**src/design/ugcd_pkg.sv**
```systemverilog
// Shared constants for the undirected graph cycle detector.
`timescale 1ns / 1ps
`default_nettype none

package ugcd_pkg;

    localparam int VERTEX_COUNT_DEF = 16;
    localparam int VERTEX_FIELD_W   = 4;

    localparam logic ACT_ADD_EDGE = 1'b0;
    localparam logic ACT_QUERY    = 1'b1;

endpackage

`default_nettype wire

```
**src/design/undirected_graph_cycle_detector.sv**
```systemverilog
// Undirected graph cycle detector top level.
//
// Input channel (in_valid / in_stall): one beat carries action, first_vertex
// and second_vertex. Action add-edge sets both adjacency bits for the pair and
// returns nothing; a pair with a vertex at or above VERTEX_COUNT is dropped.
// Action query runs a depth-first search over all components and returns one
// beat on the output channel (out_valid / out_stall) with cycle_found.
// An add-edge beat reads and rewrites the row of each vertex in turn; a dropped
// pair leaves the sequencer idle. A query is paced by the single read port of
// the adjacency row memory: one row read per visited vertex, neighbors scanned
// one at a time and a search-record read per backtrack. The search stops at the
// first non-tree edge back to a seen vertex.
// in_stall is low only between items. A finished result sits in the output
// register while the next beat is accepted; a query completing behind a
// stalled result holds until that beat is taken.
// Reset clears the graph through per-row valid bits at once; no clearing pass.
`timescale 1ns / 1ps
`default_nettype none

module undirected_graph_cycle_detector #(
    parameter int VERTEX_COUNT = ugcd_pkg::VERTEX_COUNT_DEF
) (
    input  wire logic                                clk,
    input  wire logic                                rst_n,
    input  wire logic                                in_valid,
    output logic                                     in_stall,
    input  wire logic                                action,
    input  wire logic [ugcd_pkg::VERTEX_FIELD_W-1:0] first_vertex,
    input  wire logic [ugcd_pkg::VERTEX_FIELD_W-1:0] second_vertex,
    output logic                                     out_valid,
    input  wire logic                                out_stall,
    output logic                                     cycle_found
);
    import ugcd_pkg::*;

    localparam int VW     = $clog2(VERTEX_COUNT);
    localparam int WALK_W = VERTEX_COUNT + VW + 1;

    logic                    adj_rd_en;
    logic [VW-1:0]           adj_rd_addr;
    logic                    adj_wr_en;
    logic [VW-1:0]           adj_wr_addr;
    logic [VERTEX_COUNT-1:0] adj_wr_data;
    logic [VERTEX_COUNT-1:0] adj_rd_data;
    logic                    walk_rd_en;
    logic [VW-1:0]           walk_rd_addr;
    logic                    walk_wr_en;
    logic [VW-1:0]           walk_wr_addr;
    logic [WALK_W-1:0]       walk_wr_data;
    logic [WALK_W-1:0]       walk_rd_data;

    ugcd_adj_ram #(
        .DEPTH (VERTEX_COUNT),
        .WIDTH (VERTEX_COUNT)
    ) u_adj_ram (
        .clk     (clk),
        .rst_n   (rst_n),
        .rd_en   (adj_rd_en),
        .rd_addr (adj_rd_addr),
        .wr_en   (adj_wr_en),
        .wr_addr (adj_wr_addr),
        .wr_data (adj_wr_data),
        .rd_data (adj_rd_data)
    );

    ugcd_walk_ram #(
        .DEPTH (VERTEX_COUNT),
        .WIDTH (WALK_W)
    ) u_walk_ram (
        .clk     (clk),
        .rd_en   (walk_rd_en),
        .rd_addr (walk_rd_addr),
        .wr_en   (walk_wr_en),
        .wr_addr (walk_wr_addr),
        .wr_data (walk_wr_data),
        .rd_data (walk_rd_data)
    );

    ugcd_ctrl #(
        .VERTEX_COUNT (VERTEX_COUNT)
    ) u_ctrl (
        .clk           (clk),
        .rst_n         (rst_n),
        .in_valid      (in_valid),
        .in_stall      (in_stall),
        .action        (action),
        .first_vertex  (first_vertex),
        .second_vertex (second_vertex),
        .out_valid     (out_valid),
        .out_stall     (out_stall),
        .cycle_found   (cycle_found),
        .adj_rd_en     (adj_rd_en),
        .adj_rd_addr   (adj_rd_addr),
        .adj_wr_en     (adj_wr_en),
        .adj_wr_addr   (adj_wr_addr),
        .adj_wr_data   (adj_wr_data),
        .adj_rd_data   (adj_rd_data),
        .walk_rd_en    (walk_rd_en),
        .walk_rd_addr  (walk_rd_addr),
        .walk_wr_en    (walk_wr_en),
        .walk_wr_addr  (walk_wr_addr),
        .walk_wr_data  (walk_wr_data),
        .walk_rd_data  (walk_rd_data)
    );

endmodule

`default_nettype wire

```
**src/design/ugcd_adj_ram.sv**
```systemverilog
// Adjacency row memory with per-row valid bits and registered read.
`timescale 1ns / 1ps
`default_nettype none

module ugcd_adj_ram #(
    parameter int DEPTH = ugcd_pkg::VERTEX_COUNT_DEF,
    parameter int WIDTH = ugcd_pkg::VERTEX_COUNT_DEF
) (
    input  wire logic                       clk,
    input  wire logic                       rst_n,
    input  wire logic                       rd_en,
    input  wire logic [$clog2(DEPTH)-1:0]   rd_addr,
    input  wire logic                       wr_en,
    input  wire logic [$clog2(DEPTH)-1:0]   wr_addr,
    input  wire logic [WIDTH-1:0]           wr_data,
    output logic      [WIDTH-1:0]           rd_data
);
    import ugcd_pkg::*;

    logic [WIDTH-1:0] row_mem_reg [DEPTH];
    logic [DEPTH-1:0] row_valid_reg;
    logic [WIDTH-1:0] rd_data_reg;
    logic             rd_valid_reg;

    always_ff @(posedge clk)
    begin
        if (wr_en)
        begin
            row_mem_reg[wr_addr] <= wr_data;
        end
        if (rd_en)
        begin
            rd_data_reg <= row_mem_reg[rd_addr];
        end
    end

    always_ff @(posedge clk or negedge rst_n)
    begin
        if (!rst_n)
        begin
            row_valid_reg <= '0;
            rd_valid_reg  <= 1'b0;
        end
        else
        begin
            if (wr_en)
            begin
                row_valid_reg[wr_addr] <= 1'b1;
            end
            if (rd_en)
            begin
                rd_valid_reg <= row_valid_reg[rd_addr];
            end
        end
    end

    assign rd_data = rd_valid_reg ? rd_data_reg : '0;

endmodule

`default_nettype wire

```
**src/design/ugcd_walk_ram.sv**
```systemverilog
// Search record memory: per-vertex pending neighbors and tree parent.
`timescale 1ns / 1ps
`default_nettype none

module ugcd_walk_ram #(
    parameter int DEPTH = ugcd_pkg::VERTEX_COUNT_DEF,
    parameter int WIDTH = ugcd_pkg::VERTEX_COUNT_DEF
) (
    input  wire logic                       clk,
    input  wire logic                       rd_en,
    input  wire logic [$clog2(DEPTH)-1:0]   rd_addr,
    input  wire logic                       wr_en,
    input  wire logic [$clog2(DEPTH)-1:0]   wr_addr,
    input  wire logic [WIDTH-1:0]           wr_data,
    output logic      [WIDTH-1:0]           rd_data
);
    import ugcd_pkg::*;

    logic [WIDTH-1:0] entry_mem_reg [DEPTH];
    logic [WIDTH-1:0] rd_data_reg;

    always_ff @(posedge clk)
    begin
        if (wr_en)
        begin
            entry_mem_reg[wr_addr] <= wr_data;
        end
        if (rd_en)
        begin
            rd_data_reg <= entry_mem_reg[rd_addr];
        end
    end

    assign rd_data = rd_data_reg;

endmodule

`default_nettype wire

```
**src/design/ugcd_ctrl.sv**
```systemverilog
// Sequencer for edge insertion and depth-first cycle search, with result register.
`timescale 1ns / 1ps
`default_nettype none

module ugcd_ctrl #(
    parameter int VERTEX_COUNT = ugcd_pkg::VERTEX_COUNT_DEF
) (
    input  wire logic                                   clk,
    input  wire logic                                   rst_n,
    input  wire logic                                   in_valid,
    output logic                                        in_stall,
    input  wire logic                                   action,
    input  wire logic [ugcd_pkg::VERTEX_FIELD_W-1:0]    first_vertex,
    input  wire logic [ugcd_pkg::VERTEX_FIELD_W-1:0]    second_vertex,
    output logic                                        out_valid,
    input  wire logic                                   out_stall,
    output logic                                        cycle_found,
    output logic                                        adj_rd_en,
    output logic [$clog2(VERTEX_COUNT)-1:0]             adj_rd_addr,
    output logic                                        adj_wr_en,
    output logic [$clog2(VERTEX_COUNT)-1:0]             adj_wr_addr,
    output logic [VERTEX_COUNT-1:0]                     adj_wr_data,
    input  wire logic [VERTEX_COUNT-1:0]                adj_rd_data,
    output logic                                        walk_rd_en,
    output logic [$clog2(VERTEX_COUNT)-1:0]             walk_rd_addr,
    output logic                                        walk_wr_en,
    output logic [$clog2(VERTEX_COUNT)-1:0]             walk_wr_addr,
    output logic [VERTEX_COUNT+$clog2(VERTEX_COUNT):0]  walk_wr_data,
    input  wire logic [VERTEX_COUNT+$clog2(VERTEX_COUNT):0] walk_rd_data
);
    import ugcd_pkg::*;

    localparam int N  = VERTEX_COUNT;
    localparam int VW = $clog2(VERTEX_COUNT);

    typedef enum logic [3:0] {
        S_IDLE,
        S_EDGE_A,
        S_EDGE_B,
        S_ROOT,
        S_LOAD,
        S_SCAN,
        S_POP,
        S_DONE
    } state_t;

    function automatic logic [VW-1:0] low_idx(input logic [N-1:0] x);
        logic [N-1:0]  iso;
        logic [VW-1:0] idx;
        iso = x & (~x + N'(1));
        idx = '0;
        for (int i = 0; i < N; i++)
        begin
            if (iso[i])
            begin
                idx = idx | VW'(i);
            end
        end
        return idx;
    endfunction

    state_t        state_reg;
    logic [N-1:0]  seen_reg;
    logic [VW-1:0] cur_v_reg;
    logic [VW-1:0] cur_up_reg;
    logic          cur_has_up_reg;
    logic [N-1:0]  cur_todo_reg;
    logic [VW-1:0] edge_a_reg;
    logic [VW-1:0] edge_b_reg;
    logic          found_reg;
    logic          out_valid_reg;
    logic          cycle_found_reg;

    logic          in_fire;
    logic          in_range;
    logic [VW-1:0] low_u;
    logic [N-1:0]  bit_u;
    logic [N-1:0]  todo_left;
    logic          u_seen;
    logic          is_parent;
    logic [VW-1:0] root_idx;
    logic          all_seen;

    assign in_stall  = (state_reg != S_IDLE);
    assign in_fire   = in_valid && !in_stall;
    assign in_range  = (32'(first_vertex) < 32'(N)) && (32'(second_vertex) < 32'(N));
    assign low_u     = low_idx(cur_todo_reg);
    assign bit_u     = N'(1) << low_u;
    assign todo_left = cur_todo_reg & ~bit_u;
    assign u_seen    = seen_reg[low_u];
    assign is_parent = cur_has_up_reg && (cur_up_reg == low_u);
    assign root_idx  = low_idx(~seen_reg);
    assign all_seen  = &seen_reg;

    assign out_valid   = out_valid_reg;
    assign cycle_found = cycle_found_reg;

    always_comb
    begin
        adj_rd_en    = 1'b0;
        adj_rd_addr  = '0;
        adj_wr_en    = 1'b0;
        adj_wr_addr  = '0;
        adj_wr_data  = '0;
        walk_rd_en   = 1'b0;
        walk_rd_addr = cur_up_reg;
        walk_wr_en   = 1'b0;
        walk_wr_addr = cur_v_reg;
        walk_wr_data = {cur_has_up_reg, cur_up_reg, todo_left};
        case (state_reg)
            S_IDLE:
            begin
                adj_rd_en   = in_fire && (action == ACT_ADD_EDGE) && in_range;
                adj_rd_addr = VW'(first_vertex);
            end
            S_EDGE_A:
            begin
                adj_rd_en   = 1'b1;
                adj_rd_addr = edge_b_reg;
                adj_wr_en   = 1'b1;
                adj_wr_addr = edge_a_reg;
                adj_wr_data = adj_rd_data | (N'(1) << edge_b_reg);
            end
            S_EDGE_B:
            begin
                adj_wr_en   = 1'b1;
                adj_wr_addr = edge_b_reg;
                adj_wr_data = adj_rd_data | (N'(1) << edge_a_reg);
            end
            S_ROOT:
            begin
                adj_rd_en   = !all_seen;
                adj_rd_addr = root_idx;
            end
            S_SCAN:
            begin
                if (cur_todo_reg != '0)
                begin
                    adj_rd_en   = !u_seen;
                    adj_rd_addr = low_u;
                    walk_wr_en  = !u_seen;
                end
                else
                begin
                    walk_rd_en = cur_has_up_reg;
                end
            end
            default:
            begin
            end
        endcase
    end

    always_ff @(posedge clk or negedge rst_n)
    begin
        if (!rst_n)
        begin
            state_reg       <= S_IDLE;
            seen_reg        <= '0;
            cur_v_reg       <= '0;
            cur_up_reg      <= '0;
            cur_has_up_reg  <= 1'b0;
            cur_todo_reg    <= '0;
            edge_a_reg      <= '0;
            edge_b_reg      <= '0;
            found_reg       <= 1'b0;
            out_valid_reg   <= 1'b0;
            cycle_found_reg <= 1'b0;
        end
        else
        begin
            if (out_valid_reg && !out_stall && state_reg != S_DONE)
            begin
                out_valid_reg <= 1'b0;
            end
            case (state_reg)
                S_IDLE:
                begin
                    if (in_fire)
                    begin
                        if (action == ACT_QUERY)
                        begin
                            seen_reg  <= '0;
                            state_reg <= S_ROOT;
                        end
                        else if (in_range)
                        begin
                            edge_a_reg <= VW'(first_vertex);
                            edge_b_reg <= VW'(second_vertex);
                            state_reg  <= S_EDGE_A;
                        end
                    end
                end
                S_EDGE_A:
                begin
                    state_reg <= S_EDGE_B;
                end
                S_EDGE_B:
                begin
                    state_reg <= S_IDLE;
                end
                S_ROOT:
                begin
                    if (all_seen)
                    begin
                        found_reg <= 1'b0;
                        state_reg <= S_DONE;
                    end
                    else
                    begin
                        seen_reg       <= seen_reg | (N'(1) << root_idx);
                        cur_v_reg      <= root_idx;
                        cur_up_reg     <= '0;
                        cur_has_up_reg <= 1'b0;
                        state_reg      <= S_LOAD;
                    end
                end
                S_LOAD:
                begin
                    cur_todo_reg <= adj_rd_data;
                    state_reg    <= S_SCAN;
                end
                S_SCAN:
                begin
                    if (cur_todo_reg == '0)
                    begin
                        if (cur_has_up_reg)
                        begin
                            cur_v_reg <= cur_up_reg;
                            state_reg <= S_POP;
                        end
                        else
                        begin
                            state_reg <= S_ROOT;
                        end
                    end
                    else if (!u_seen)
                    begin
                        seen_reg       <= seen_reg | bit_u;
                        cur_up_reg     <= cur_v_reg;
                        cur_has_up_reg <= 1'b1;
                        cur_v_reg      <= low_u;
                        state_reg      <= S_LOAD;
                    end
                    else if (!is_parent)
                    begin
                        found_reg <= 1'b1;
                        state_reg <= S_DONE;
                    end
                    else
                    begin
                        cur_todo_reg <= todo_left;
                    end
                end
                S_POP:
                begin
                    {cur_has_up_reg, cur_up_reg, cur_todo_reg} <= walk_rd_data;
                    state_reg <= S_SCAN;
                end
                S_DONE:
                begin
                    if (!out_valid_reg || !out_stall)
                    begin
                        out_valid_reg   <= 1'b1;
                        cycle_found_reg <= found_reg;
                        state_reg       <= S_IDLE;
                    end
                end
                default:
                begin
                    state_reg <= S_IDLE;
                end
            endcase
        end
    end

`ifndef SYNTHESIS
    a_cur_seen: assert property (@(posedge clk) disable iff (!rst_n)
        (state_reg == S_SCAN) |-> seen_reg[cur_v_reg])
        else $error("current vertex not marked seen");

    a_parent_seen: assert property (@(posedge clk) disable iff (!rst_n)
        (state_reg == S_SCAN && cur_has_up_reg) |-> seen_reg[cur_up_reg])
        else $error("tree parent not marked seen");

    a_query_busy: assert property (@(posedge clk) disable iff (!rst_n)
        (in_fire && action == ACT_QUERY) |=> (state_reg == S_ROOT))
        else $error("query beat did not start a search");

    a_result_source: assert property (@(posedge clk) disable iff (!rst_n)
        $rose(out_valid_reg) |-> $past(state_reg == S_DONE))
        else $error("result beat without a finished search");
`endif

endmodule

`default_nettype wire
```
**config.mk**
```make
export PLATFORM = sky130hd
export DESIGN_NAME = undirected_graph_cycle_detector
export DESIGN_NICKNAME = d
export VERILOG_FILES = /design/src/design/ugcd_pkg.sv /design/src/design/undirected_graph_cycle_detector.sv /design/src/design/ugcd_adj_ram.sv /design/src/design/ugcd_walk_ram.sv /design/src/design/ugcd_ctrl.sv
export SDC_FILE = /design/constraint.sdc
export NUM_CORES = 1
export LEC_CHECK = 0
export BUFFER_PORTS_ARGS = -buffer_cell sky130_fd_sc_hd__buf_2
export CAP_MARGIN = 5
export CORE_MARGIN = 2
export CORE_UTILIZATION = 30
export CTS_BUF_LIST = sky130_fd_sc_hd__clkbuf_4 sky130_fd_sc_hd__clkbuf_8
export CTS_CLUSTER_DIAMETER = 120
export DETAILED_ROUTE_END_ITERATION = 6
export PLACE_DENSITY = 0.48
export SLEW_MARGIN = 20
export SYNTH_ARGS = -nofsm -noshare
export SYNTH_HDL_FRONTEND = slang
export SYNTH_SLANG_ARGS = --single-unit
```
**constraint.sdc**
```tcl
create_clock -name clk -period 6.6 [get_ports clk]
set_input_delay 0 -clock clk [delete_from_list [all_inputs] [get_ports clk]]
set_output_delay 0 -clock clk [all_outputs]
set_load 0.02 [all_outputs]
```
---- Yosys cells after proc, flatten, opt, wreduce, memory -nomap -nowiden ----
Memories as Yosys holds them, arrays and structs flattened. A register that Yosys moved wholly into a read port is not among the register bits.
Index checks and enable logic that the tools add are counted.
storage, ports and cells
  output and inout bits ................... 3
  memory bits (read-only) ................. 0
  bits of input ports ..................... 13
  bits in latches ......................... 0
  register bits after elaboration ......... 73
  bits in writable memories ............... 592
  logic and storage cells ................. 182
  memories kept ........................... 2
cells by class
  muxes and demuxes ....................... 91
  multiply operators ...................... 0
  $add $sub $neg .......................... 2
  eq/ne operators ......................... 22
  magnitude comparators ................... 4
  shift operators ......................... 4
  bitwise gates (word level) .............. 13
  reductions and logical operators ........ 31
  divide/modulo/power cells ............... 0
memory list
  memory                    depth  bits a word  read ports  clocked after memory_dff  write ports  RTL line             source
  u_walk_ram.entry_mem_reg  16     21           1           1                         1            ugcd_walk_ram.sv:19  logic [WIDTH-1:0] entry_mem_reg [DEPTH];
  u_adj_ram.row_mem_reg     16     16           1           1                         1            ugcd_adj_ram.sv:20   logic [WIDTH-1:0] row_mem_reg [DEPTH];
operators with widths
  operator               number
  $mux 16                9
  $mux 4                 29
  $pmux 16 s3            2
  $or 16x16->16          5
  $not 16->16            4
  $shl 1x4->16 const A   4
  $and 16x16->16         3
  $add 16x1->16 const B  2
  $pmux 16 s2            1
  $mux 3                 9
  $mux 1                 24
  $pmux 4 s6             1
  $eq 4x3->1 const B     4
  $logic_not 16->1       1
  $pmux 4 s2             2
  $pmux 4 s4             1
  $reduce_and 16->1      1
  $reduce_bool 16->1     1
  $lt 4x5->1 const B     3
  $mux 2                 6
  $pmux 4 s3             1
  $reduce_and 4->1       3
  $ne 2x1->1 const B     5
  $ne 2x2->1 const B     5
  other kinds (26)       41

---- Depth between registers and ports, before layout ----
Gate-level depths: netlist (run 1).
  depth after elaboration ................. 25
  mapped depth ............................ 14
  gate-level depth less buffers ........... 9

---- Hierarchy ----
Synthesis (run 1) repeated with hierarchy kept, for this count alone.
unflattened totals
  cell total of the unflattened synthesis .. 1545
  area, all modules ....................... 28771.3 um^2
by module, submodules not included
  module         area an instance (um^2)  cells each  times used  sequential area each (um^2)
  ugcd_walk_ram  13487.9                  557         1           10720.3
  ugcd_adj_ram   10961.8                  452         1           8593.2
  ugcd_ctrl      4321.6                   536         1           1376.3

---- Worst setup path before layout (run 1) ----
OpenSTA, ideal clock, no wires.
  kind .................................... flip-flop to flip-flop
  start point ............................. register u_ctrl.cur_todo_reg[13]
  end point ............................... memory u_walk_ram.entry_mem_reg[0][0] (netlist name), enable pin
  clock period less this slack ............ 5320 ps
  setup time .............................. 452 ps
  path buffers ............................ 1
  required time ........................... 6148 ps
  setup slack ............................. 1280 ps
  cell stages (with the launch flop) ...... 11
  arrival ................................. 4867 ps
  cell sequence ........................... dfrtp_1 clkbuf_1 or4_1 or3_1 a21oi_2 mux4_2 nand4_1 nand4_4 nor2_1 nand2_1 nor4_1
on the way
  longest elaborated chain between the ends .. 13
  elaborated cells on any way between the ends .. 14
  those cells by class .................... 1 x add/sub; 9 x mux; 2 x bitwise; 2 x reduce/logical
RTL lines
  what                            RTL line             source
  from (decl)                     ugcd_ctrl.sv:67      logic [N-1:0] cur_todo_reg;
  from (signal assigned)          ugcd_ctrl.sv:220     cur_todo_reg <= adj_rd_data;
  from (signal assigned)          ugcd_ctrl.sv:252     cur_todo_reg <= todo_left;
  from (signal assigned)          ugcd_ctrl.sv:257     {cur_has_up_reg, cur_up_reg, cur_todo_reg} <= walk_rd_data;
  $not 16->16                     ugcd_ctrl.sv:50      iso = x & (~x + N'(1));
  $add 16x1->16                   ugcd_ctrl.sv:50
  $and 16x16->16                  ugcd_ctrl.sv:50
  $mux 4 (3 in a row)             ugcd_ctrl.sv:54      if (iso[i])
  $bmux 1 s4                      ugcd_ctrl.sv:90      assign u_seen = seen_reg[low_u];
  $mux 1 (implied by the code)    ugcd_ctrl.sv:90
  $logic_not 1->1                 ugcd_ctrl.sv:141     walk_wr_en = !u_seen;
  $mux 1 *                        ugcd_ctrl.sv:137     if (cur_todo_reg != '0)
  $mux 1 *                        ugcd_ctrl.sv:110     case (state_reg)
  $mux 1 *                        ugcd_walk_ram.sv:24  if (wr_en)
  $mux 1 (implied by the code) *  ugcd_walk_ram.sv:26  entry_mem_reg[wr_addr] <= wr_data;
  to (decl)                       ugcd_walk_ram.sv:19
Mark *: on every way between the ends. The rest lies on a longest branch, timed or not. The select of a mux whose other input is x is not followed.

---- Worst setup path after layout (run 1) ----
  start point ............................. register u_ctrl.cur_todo_reg[9]
  end point ............................... memory u_walk_ram.entry_mem_reg[11][0] (netlist name), enable pin
on the way
  longest elaborated chain between the ends .. 17
  elaborated cells on any way between the ends .. 18
  those cells by class .................... 1 x add/sub; 13 x mux; 2 x bitwise; 2 x reduce/logical
RTL lines
  what                            RTL line
  $not 16->16                     ugcd_ctrl.sv:50
  $add 16x1->16                   ugcd_ctrl.sv:50
  $and 16x16->16                  ugcd_ctrl.sv:50
  $mux 4 (7 in a row)             ugcd_ctrl.sv:54
  $bmux 1 s4                      ugcd_ctrl.sv:90
  $mux 1 (implied by the code)    ugcd_ctrl.sv:90
  $logic_not 1->1                 ugcd_ctrl.sv:141
  $mux 1 *                        ugcd_ctrl.sv:137
  $mux 1 *                        ugcd_ctrl.sv:110
  $mux 1 *                        ugcd_walk_ram.sv:24
  $mux 1 (implied by the code) *  ugcd_walk_ram.sv:26
Marks and branches as above.

==> flow_summary.ini, run 1 <==
[cts]
clkTransAtPathRegs_ps = 60
clockRootBuffer = clkbuf_8
h-tree-depth = 3
hold_buffers = 24
clock-sinks = 701
clockBufferDepth = 3
cts_setup_buffers = 0
cts_buffers = 111
cts.repair.resized = 0
cts_tree = yes
clock_latency_ps = 730

[logic_synthesis]
synth_area_leaders = edfxtp_1, mux2i_1, mux4_2
synth_seq_cells = 701
async_flop_share = 0.103
synthCells = 1660
synth_edf_count = 629
synth_area_um2 = 29200
synth_top_area_share = 0.647
postSynthAreaPerCell_um2 = 17.6
seq_area_frac_synth = 0.709
synth_ff_type = edfxtp_1
ys_types = 65
ys_warn_count = 0
synth.largest_area_cell = edfxtp_1

[placement]
dp_hpwl_mm = 44.2
placed_cells = 2912
dpl_cell_area_um2 = 31000
portBuffers = 15
gp_congestion = 0.862

[grt]
grt_max_degree = 133
antenna_found_initial = 3
grt_pass1_wl_mm = 112
grt_use_total = 0.153
gr-total-overflow = 0
grt_pass1_vias = 16200

[setup_path]
worstSetupPathType = flop to flop
cpPeakStageDelay_ps = 870
path_common_cell = nand3_1
path_cells = nor4_1 -> nand3_1 -> o22ai_1 -> mux2_2 -> a22oi_1 -> nand4_4 -> nor2_1 -> nand3_1 -> nor2_2 -> buf_4
worstSetupStartpointType = flop
cp.required_ps = 7030
end_kind = flop
worstPathMaxFanout = 17
slowest_stage = nor2_2
arrival_ps = 5440

[timing]
min_period_ps = 5010
tns_ps = 0
worstMarginPinSlew_ps = 1130
max_clock_freq_ghz = 0.200
rsz0062_at_grt = false
skew_ps = 29.7
finalHoldViolCount = 0
finalSetupViolCount = 0
maxSlewViolCount = 0
fin_crit_sh = 0.759
relSlewSlack = 0.242

[finish]
seqCellArea_um2 = 20700
drive_above_1_share = 0.243
multiInputGateArea_um2 = 8270
finish.instance_area_um2 = 33500
nets = 1786
fillers = 9142
synthToLayoutAreaGrowth_pct = 14.8
stdcell_count = 3144
largest_reg_flops = 336

[status]
status = finished clean

[die]
die_w_um = 316
initial_core_util = 0.302
die_area_um2 = 99800
row_count = 114
design.core.area_um2 = 96600
fp.dieH_um = 316
io_pins = 16

[pwr]
totalPowerFinal_mw = 15.9
ir_drop_uv = 556
powerDensity_nw_per_um2 = 475
power.leakage_nw = 10.9

[route]
avgRoutedWirePerCell_um = 24.1
drt_pass1_iterations = 5
vias = 15600
drt-total-wl_mm = 75.8
drc = 0
drt_iter0_drc = 1269
via_per_inst = 4.97
drtAntennaViolNets = 0

[job]
drv_cap = 0

[worst_hold_path]
hold_class = input port to flop
## kinds of logic after synthesis
group,Yosys count,share of synthesized area
other,1,0.000129
DFF,701,0.709
and+or+nand+nor,294,0.0507
muxes,377,0.176
buffers and inverters,104,0.0180
xor gates and xnor gates,4,0.00120
AOI/OAI and AO/OA,179,0.0448
## power by group
group,internal (mW),leakage [nW],total (mW),switching (mW)
clock network,2.06,1.22,3.77,1.71
registers,5.93,6.69,6.52,0.597
logic,2.25,3.00,5.62,3.37
total,10.2,10.9,15.9,5.68
## routing by layer
metal,vias to the layer above,track usage,part of all wire
li1,6881,-,-
met1,8202,0.207,0.45
met2,402,0.250,0.48
met3,145,0.0252,0.043
met4,0,0.0499,0.028
met5,-,0,0
## synthesized netlist by cell type (all sizes together), types with 5 or more instances
| cell type | number |
|---|---|
| nand2b | 9 |
| mux2 | 19 |
| or3 | 5 |
| o21ai | 42 |
| nor2b | 23 |
| nand2 | 79 |
| nor3 | 9 |
| and4 | 5 |
| o211ai | 8 |
| mux2i | 251 |
| a21oi | 22 |
| buf | 38 |
| edfxtp | 629 |
| mux4 | 107 |
| inv | 13 |
| o221ai | 5 |
| nand3b | 5 |
| or2 | 24 |
| a22oi | 21 |
| nor2 | 85 |
| a2bb2oi | 5 |
| and2 | 8 |
| nand4 | 6 |
| nor4 | 15 |
| a31oi | 6 |
| clkbuf | 53 |
| nand3 | 11 |
| a32o | 27 |
| dfrtp | 72 |
| a32oi | 14 |
## final cells by class
class / instances / area share
well taps: 1276 / 0.0476
flip-flops and latches: 701 / 0.618
inverters: 13 / 0.00146
multi-input cells: 870 / 0.247
clock buffers: 179 / 0.0631
repair buffers: 76 / 0.0184
diodes: 1 / 0.0000747
clock inverters: 28 / 0.00482
## critical path, delay by kind of cell (launching register included)
family	cells	cell delay, ps
AO/OA/AOI/OAI	2	750
AND/OR/NAND/NOR	6	2780
multiplexers	1	410
flip-flops	1	460
buffers and inverters	1	290
## layout by cell type, fill, tap and decap left out, drive strengths merged, types with 22 or more instances in the layout
master,count
a32o,27
nor2b,23
nand2,79
mux2i,251
buf,53
edfxtp,629
a21oi,22
or2,24
dfrtp,72
clkinv,23
clkbuf,179
nor2,85
mux4,107
o21ai,42
dlygate4sd3,23
## final timing paths
kind,start,endpoint,slack [ps],cells after the start
max in group asynchronous,rst_n,u_ctrl.walk_rd_addr[0]$_DFFE_PN0P_,5600,4
max reg2reg,u_ctrl.cur_todo_reg[9]$_DFFE_PN0P_,u_walk_ram.entry_mem_reg[11][0]$_DFFE_PP_,1590,10
max,u_ctrl.cur_todo_reg[9]$_DFFE_PN0P_,u_walk_ram.entry_mem_reg[11][0]$_DFFE_PP_,1590,10
min,out_stall,u_ctrl.out_valid$_DFF_PN0_,120,4
min reg2reg,u_adj_ram.row_valid_reg[9]$_DFFE_PN0P_,u_adj_ram.row_valid_reg[9]$_DFFE_PN0P_,460,1
min in group asynchronous,rst_n,u_ctrl.out_valid$_DFF_PN0_,410,3
## per-stage QoR
stage	utilization	hold WS [ps]	setup WS [ps]
final	0.347	123	1590
after floorplan	-	-296	1280
after detailed placement	0.321	235	1600
after CTS	0.347	53.9	1540
after global placement	0.320	219	1730
after global routing	0.347	112	1310
Power figures use the tool's default switching activity.
==> run 2: changes to the inputs <==
Settings changed: PLACE_DENSITY 0.48 to 0.49.
Clock period 6.6 ns to 4.3 ns, I/O delays scaled along.
==> flow_summary.ini, run 2 (synthesis results as in run 1) <==
[die]
row_count = 114
initial_core_util = 0.302
die_area_um2 = 99800
fp.dieH_um = 316
io_pins = 16
design.core.area_um2 = 96600
die_w_um = 316

[finish]
finish.instance_area_um2 = 34200
stdcell_count = 3216
largest_reg_flops = 336
layout_commonest_cell = edfxtp_1
utilization = 0.354
synthToLayoutAreaGrowth_pct = 17.1
nets = 1858
final_cell_mix = edfxtp_1, mux2i_1, clkbuf_8, mux4_2, buf_4
drive_above_1_share = 0.258

[timing]
finalHoldViolCount = 0
maxSlewViolCount = 0
worstMarginPinSlew_ps = 1040
relSlewSlack = 0.307
setup_slack_ps = 257
skew_ps = 63.1
min_period_ps = 4040
tns_ps = 0
rsz0062_at_grt = false
finalSetupViolCount = 0
fin_crit_sh = 0.940
max_clock_freq_ghz = 0.247

[route]
vias = 16100
dr_wl_met3_mm = 3.68
drc = 0
wl_met1_mm = 33.1
via_per_inst = 5.00
drt_pass1_iterations = 7
drt_iter0_drc = 1285
drt-total-wl_mm = 76.3
drtAntennaViolNets = 0
wl_met2_mm = 37.8
avgRoutedWirePerCell_um = 23.7
top_layer = met4

[setup_path]
arrival_ps = 4400
crit_buf_inv = 1
path_common_cell = nand3_1
slowest_stage = dfrtp_1
worstSetupStartpointType = flop
worstPathMaxFanout = 21
cp.required_ps = 4660
cpPeakStageDelay_ps = 470
path_cells = nor4_1 -> nand3_1 -> o22ai_1 -> mux2_2 -> a22oi_1 -> nand4_4 -> nor2_1 -> nand3_1 -> nor2_4 -> buf_4
end_kind = flop
worstSetupPathType = flop to flop
path_delay_family = simple AND/OR/NAND/NOR gates

[cts]
h-tree-depth = 3
clock-sinks = 701
clockRootBuffer = clkbuf_8
clkTransAtPathRegs_ps = 70
cts_buffers = 114
cts_tree = yes
cts.repair.resized = 0
clock_latency_ps = 740
clockBufferDepth = 3

[job]
drv_cap = 0

[grt]
gr-total-overflow = 0
grt_pass1_vias = 16600
grt_max_degree = 101
grt_pass1_wl_mm = 112
antenna_found_initial = 2
grt_use_total = 0.154

[pwr]
p_int_mw = 16.0
ir_drop_uv = 509
clkPwrFrac = 0.232
pwr-share-seq = 0.396
combPwrFrac = 0.371
powerDensity_nw_per_um2 = 730
power_switching_mw = 8.90
power.leakage_nw = 11.3
sw_frac_of_total = 0.357

[placement]
portBuffers = 15
place_ws_ps = 321
placed_cells = 2983
dpl_cell_area_um2 = 31600
dp_hpwl_mm = 46.1
gp_congestion = 0.906

[worst_hold_path]
hold_class = input port to flop

[status]
status = finished clean
[run 2: cell types whose count changed in the layout (fill, tap and decap cells not counted), sizes merged]
| cell | delta |
|---|---|
| buf | +70 |
| clkinv | +24 |
| clkbuf | -23 |
| bufinv | +4 |
| clkinvlp | -2 |
| dlygate4sd3 | -1 |
[run 2: power by group through the flow]
stage / Sequential (mW) / Combinational (mW) / Clock [mW]
after CTS: 9.89 / 9.37 / 5.98
final: 9.89 / 9.27 / 5.79
after floorplan: 9.57 / 6.34 / 0
after global routing: 9.98 / 9.98 / 6.28
after global placement: 10.0 / 9.18 / 0
after detailed placement: 10.0 / 9.25 / 0
[run 2: final timing paths]
kind,endpoint,slack [ps],from,cells past startpoint
max,u_walk_ram.entry_mem_reg[11][7]$_DFFE_PP_,260,u_ctrl.cur_todo_reg[9]$_DFFE_PN0P_,10
min in group asynchronous,u_ctrl.cycle_found$_DFFE_PN0P_,470,rst_n,3
max reg2reg,u_walk_ram.entry_mem_reg[11][7]$_DFFE_PP_,260,u_ctrl.cur_todo_reg[9]$_DFFE_PN0P_,10
max in group asynchronous,u_ctrl.walk_rd_addr[1]$_DFFE_PN0P_,3290,rst_n,3
min reg2reg,u_adj_ram.row_valid_reg[0]$_DFFE_PN0P_,470,u_adj_ram.row_valid_reg[0]$_DFFE_PN0P_,1
min,u_ctrl.out_valid$_DFF_PN0_,80,out_stall,4
[run 2: worst register-to-register path: stages (launching register included)]
cell	delay [ps]
dfrtp_1	470
nor4_1	430
nand3_1	210
o22ai_1	450
mux2_2	400
a22oi_1	320
nand4_4	220
nor2_1	230
nand3_1	400
nor2_4	200
buf_4	340
[run 2: timing repair]
| item | CTS | global route |
|---|---|---|
| hold buffers | 21 | 1 |
| buffers inserted | 0 | 0 |
| endpoints found under the hold margin | 86 | 72 |
[run 2: area by class of cell]
class | count | area (µm²)
Fill cell | 9111 | 62400
Inverter | 13 | 48.8
Tap cell | 1276 | 1600
Clock inverter | 54 | 380
Antenna cell | 1 | 2.50
Clock buffer | 156 | 1900
Sequential cell | 701 | 20700
Multi-Input combinational cell | 870 | 8250
Timing Repair Buffer | 145 | 1270
[run 2: stage by stage]
stage,hold WS [ps],total power [mW]
2_1_floorplan,-296,15.9
3_3_place_gp,219,19.2
3_5_place_dp,239,19.3
4_1_cts,8.98,25.2
5_1_grt,79.7,26.2
6_report,78.1,24.9
[run 2: per-layer routing]
metal,track usage,vias to the layer above
met5,0,-
li1,-,7041
met2,0.259,404
met1,0.203,8509
met4,0.0424,0
met3,0.0290,119
==> run 3: changes to the inputs <==
Settings changed: CTS_CLUSTER_SIZE from default to 40, PLACE_DENSITY 0.49 to 0.48.
Clock period 4.3 ns to 4.26 ns, I/O delays scaled along.
==> flow_summary.ini, run 3 (synthesis results as in run 1) <==
[status]
status = finished clean

[finish]
drive_above_1_share = 0.204
multiInputGateArea_um2 = 8200
largest_reg_flops = 336
layout_commonest_cell = edfxtp_1
nets = 1769
stdcell_count = 3049
utilization = 0.335
fillers = 9224
final_cell_mix = edfxtp_1, mux2i_1, mux4_2, buf_4, nand2_1
synthToLayoutAreaGrowth_pct = 10.8
seqCellArea_um2 = 20700

[placement]
placed_cells = 2984
dp_hpwl_mm = 47.3
portBuffers = 15
gp_congestion = 0.891

[cts]
clock_latency_ps = 750
h-tree-depth = 1
clkTransAtPathRegs_ps = 250
clockBufferDepth = 3
clock-sinks = 701
cts_tree = yes
clockRootBuffer = clkbuf_8
cts_buffers = 21

[pwr]
pwr-share-seq = 0.455
sw_frac_of_total = 0.377
powerDensity_nw_per_um2 = 676
ir_drop_uv = 892
p_int_mw = 13.6
power.leakage_nw = 10.3
combPwrFrac = 0.429
power_switching_mw = 8.25
clkPwrFrac = 0.115

[timing]
finalHoldViolCount = 0
skew_ps = 55.3
maxSlewViolCount = 0
whs_ps = 116
fin_crit_sh = 0.956
min_period_ps = 4070
relSlewSlack = 0.122
worstMarginPinSlew_ps = 1320
rsz0062_at_grt = false
finalSetupViolCount = 0
max_clock_freq_ghz = 0.246

[grt]
grt_pass1_wl_mm = 107
antenna_found_initial = 4
grt_max_degree = 133
grt_pass1_vias = 15500
gr-total-overflow = 0
grt_use_total = 0.145

[setup_path]
worstPathMaxFanout = 132
cp.required_ps = 4750
cpPeakStageDelay_ps = 710
path_cells = or4_1 -> nor4_1 -> buf_4 -> nand2_1 -> nand2_1 -> o221ai_4 -> buf_12 -> mux2i_1 -> mux2i_1 -> mux2i_1 -> mux2i_1
slowest_stage = or4_1
worstSetupPathType = flop to flop
arrival_ps = 4560
crit_buf_inv = 2
path_common_cell = mux2i_1
path_delay_family = simple AND/OR/NAND/NOR gates
worstSetupStartpointType = flop
end_kind = flop

[die]
design.core.area_um2 = 96600
initial_core_util = 0.302
row_count = 114
io_pins = 16
fp.dieH_um = 316
die_area_um2 = 99800
die_w_um = 316

[route]
via_per_inst = 4.95
drt_iter0_drc = 1239
avgRoutedWirePerCell_um = 23.9
drt-total-wl_mm = 73.0
vias = 15100
drc = 0
drt_pass1_iterations = 7
drtAntennaViolNets = 0

[job]
drv_cap = 0

[worst_hold_path]
hold_class = input port to flop
run 3: metal layers:
metal,share of wire,up-vias,wire length [µm],GRT usage
li1,-,6766,-,-
met1,0.45,8004,32800,0.201
met2,0.50,273,36400,0.251
met3,0.037,51,2680,0.0167
met4,0.015,0,1090,0.0224
met5,0,-,0,0
run 3: worst paths after layout:
path	slack, ps	to	from	cells past startpoint
min	120	u_ctrl.out_valid$_DFF_PN0_	out_stall	4
max in group asynchronous	3590	u_adj_ram.row_valid_reg[11]$_DFFE_PN0P_	rst_n	4
min reg2reg	500	u_adj_ram.row_valid_reg[6]$_DFFE_PN0P_	u_adj_ram.row_valid_reg[6]$_DFFE_PN0P_	1
max reg2reg	190	u_adj_ram.rd_data_reg[5]$_DFFE_PP_	u_ctrl.cur_todo_reg[2]$_DFFE_PN0P_	11
min in group asynchronous	290	u_ctrl.walk_rd_addr[1]$_DFFE_PN0P_	rst_n	4
max	190	u_adj_ram.rd_data_reg[5]$_DFFE_PP_	u_ctrl.cur_todo_reg[2]$_DFFE_PN0P_	11
run 3: final cells by class:
cell class,count,area share
flip-flops and latches,701,0.640
multi-input cells,870,0.254
well taps,1276,0.0494
repair buffers,149,0.0422
clock buffers,34,0.0120
inverters,13,0.00151
clock inverters,4,0.00101
diodes,2,0.000155
run 3: power groups by stage:
stage               Combinational (mW)  Sequential, mW  Clock [mW]
floorplan                         6.40            9.66           0
global placement                  9.33            10.1           0
detailed placement                9.37            10.1           0
CTS                               9.48            9.95        2.65
global route                      10.1            10.1        2.83
finish                            9.39            9.96        2.52
run 3: what timing repair did:
action | CTS | global route
hold buffers | 25 | 0
endpoints found under the hold margin | 89 | 0
resized for setup | 0 | 2
buffers inserted | 0 | 0
setup endpoints to repair | 0 | 28
run 3: stage by stage:
stage / area, µm² / power [mW] / setup slack (ps) / setup TNS (ps)
after floorplan: 29300 / 16.1 / -240 / -20130
after global placement: 31600 / 19.4 / 337 / 0
after detailed placement: 31600 / 19.5 / 275 / 0
after CTS: 32300 / 22.1 / 250 / 0
after global routing: 32300 / 23.0 / 73.6 / 0
final: 32300 / 21.9 / 189 / 0
run 3: worst min-delay path, delay by kind of cell:
kind	cells	cell delay, ps
buffers and inverters	2	640
AND/OR/NAND/NOR	2	170
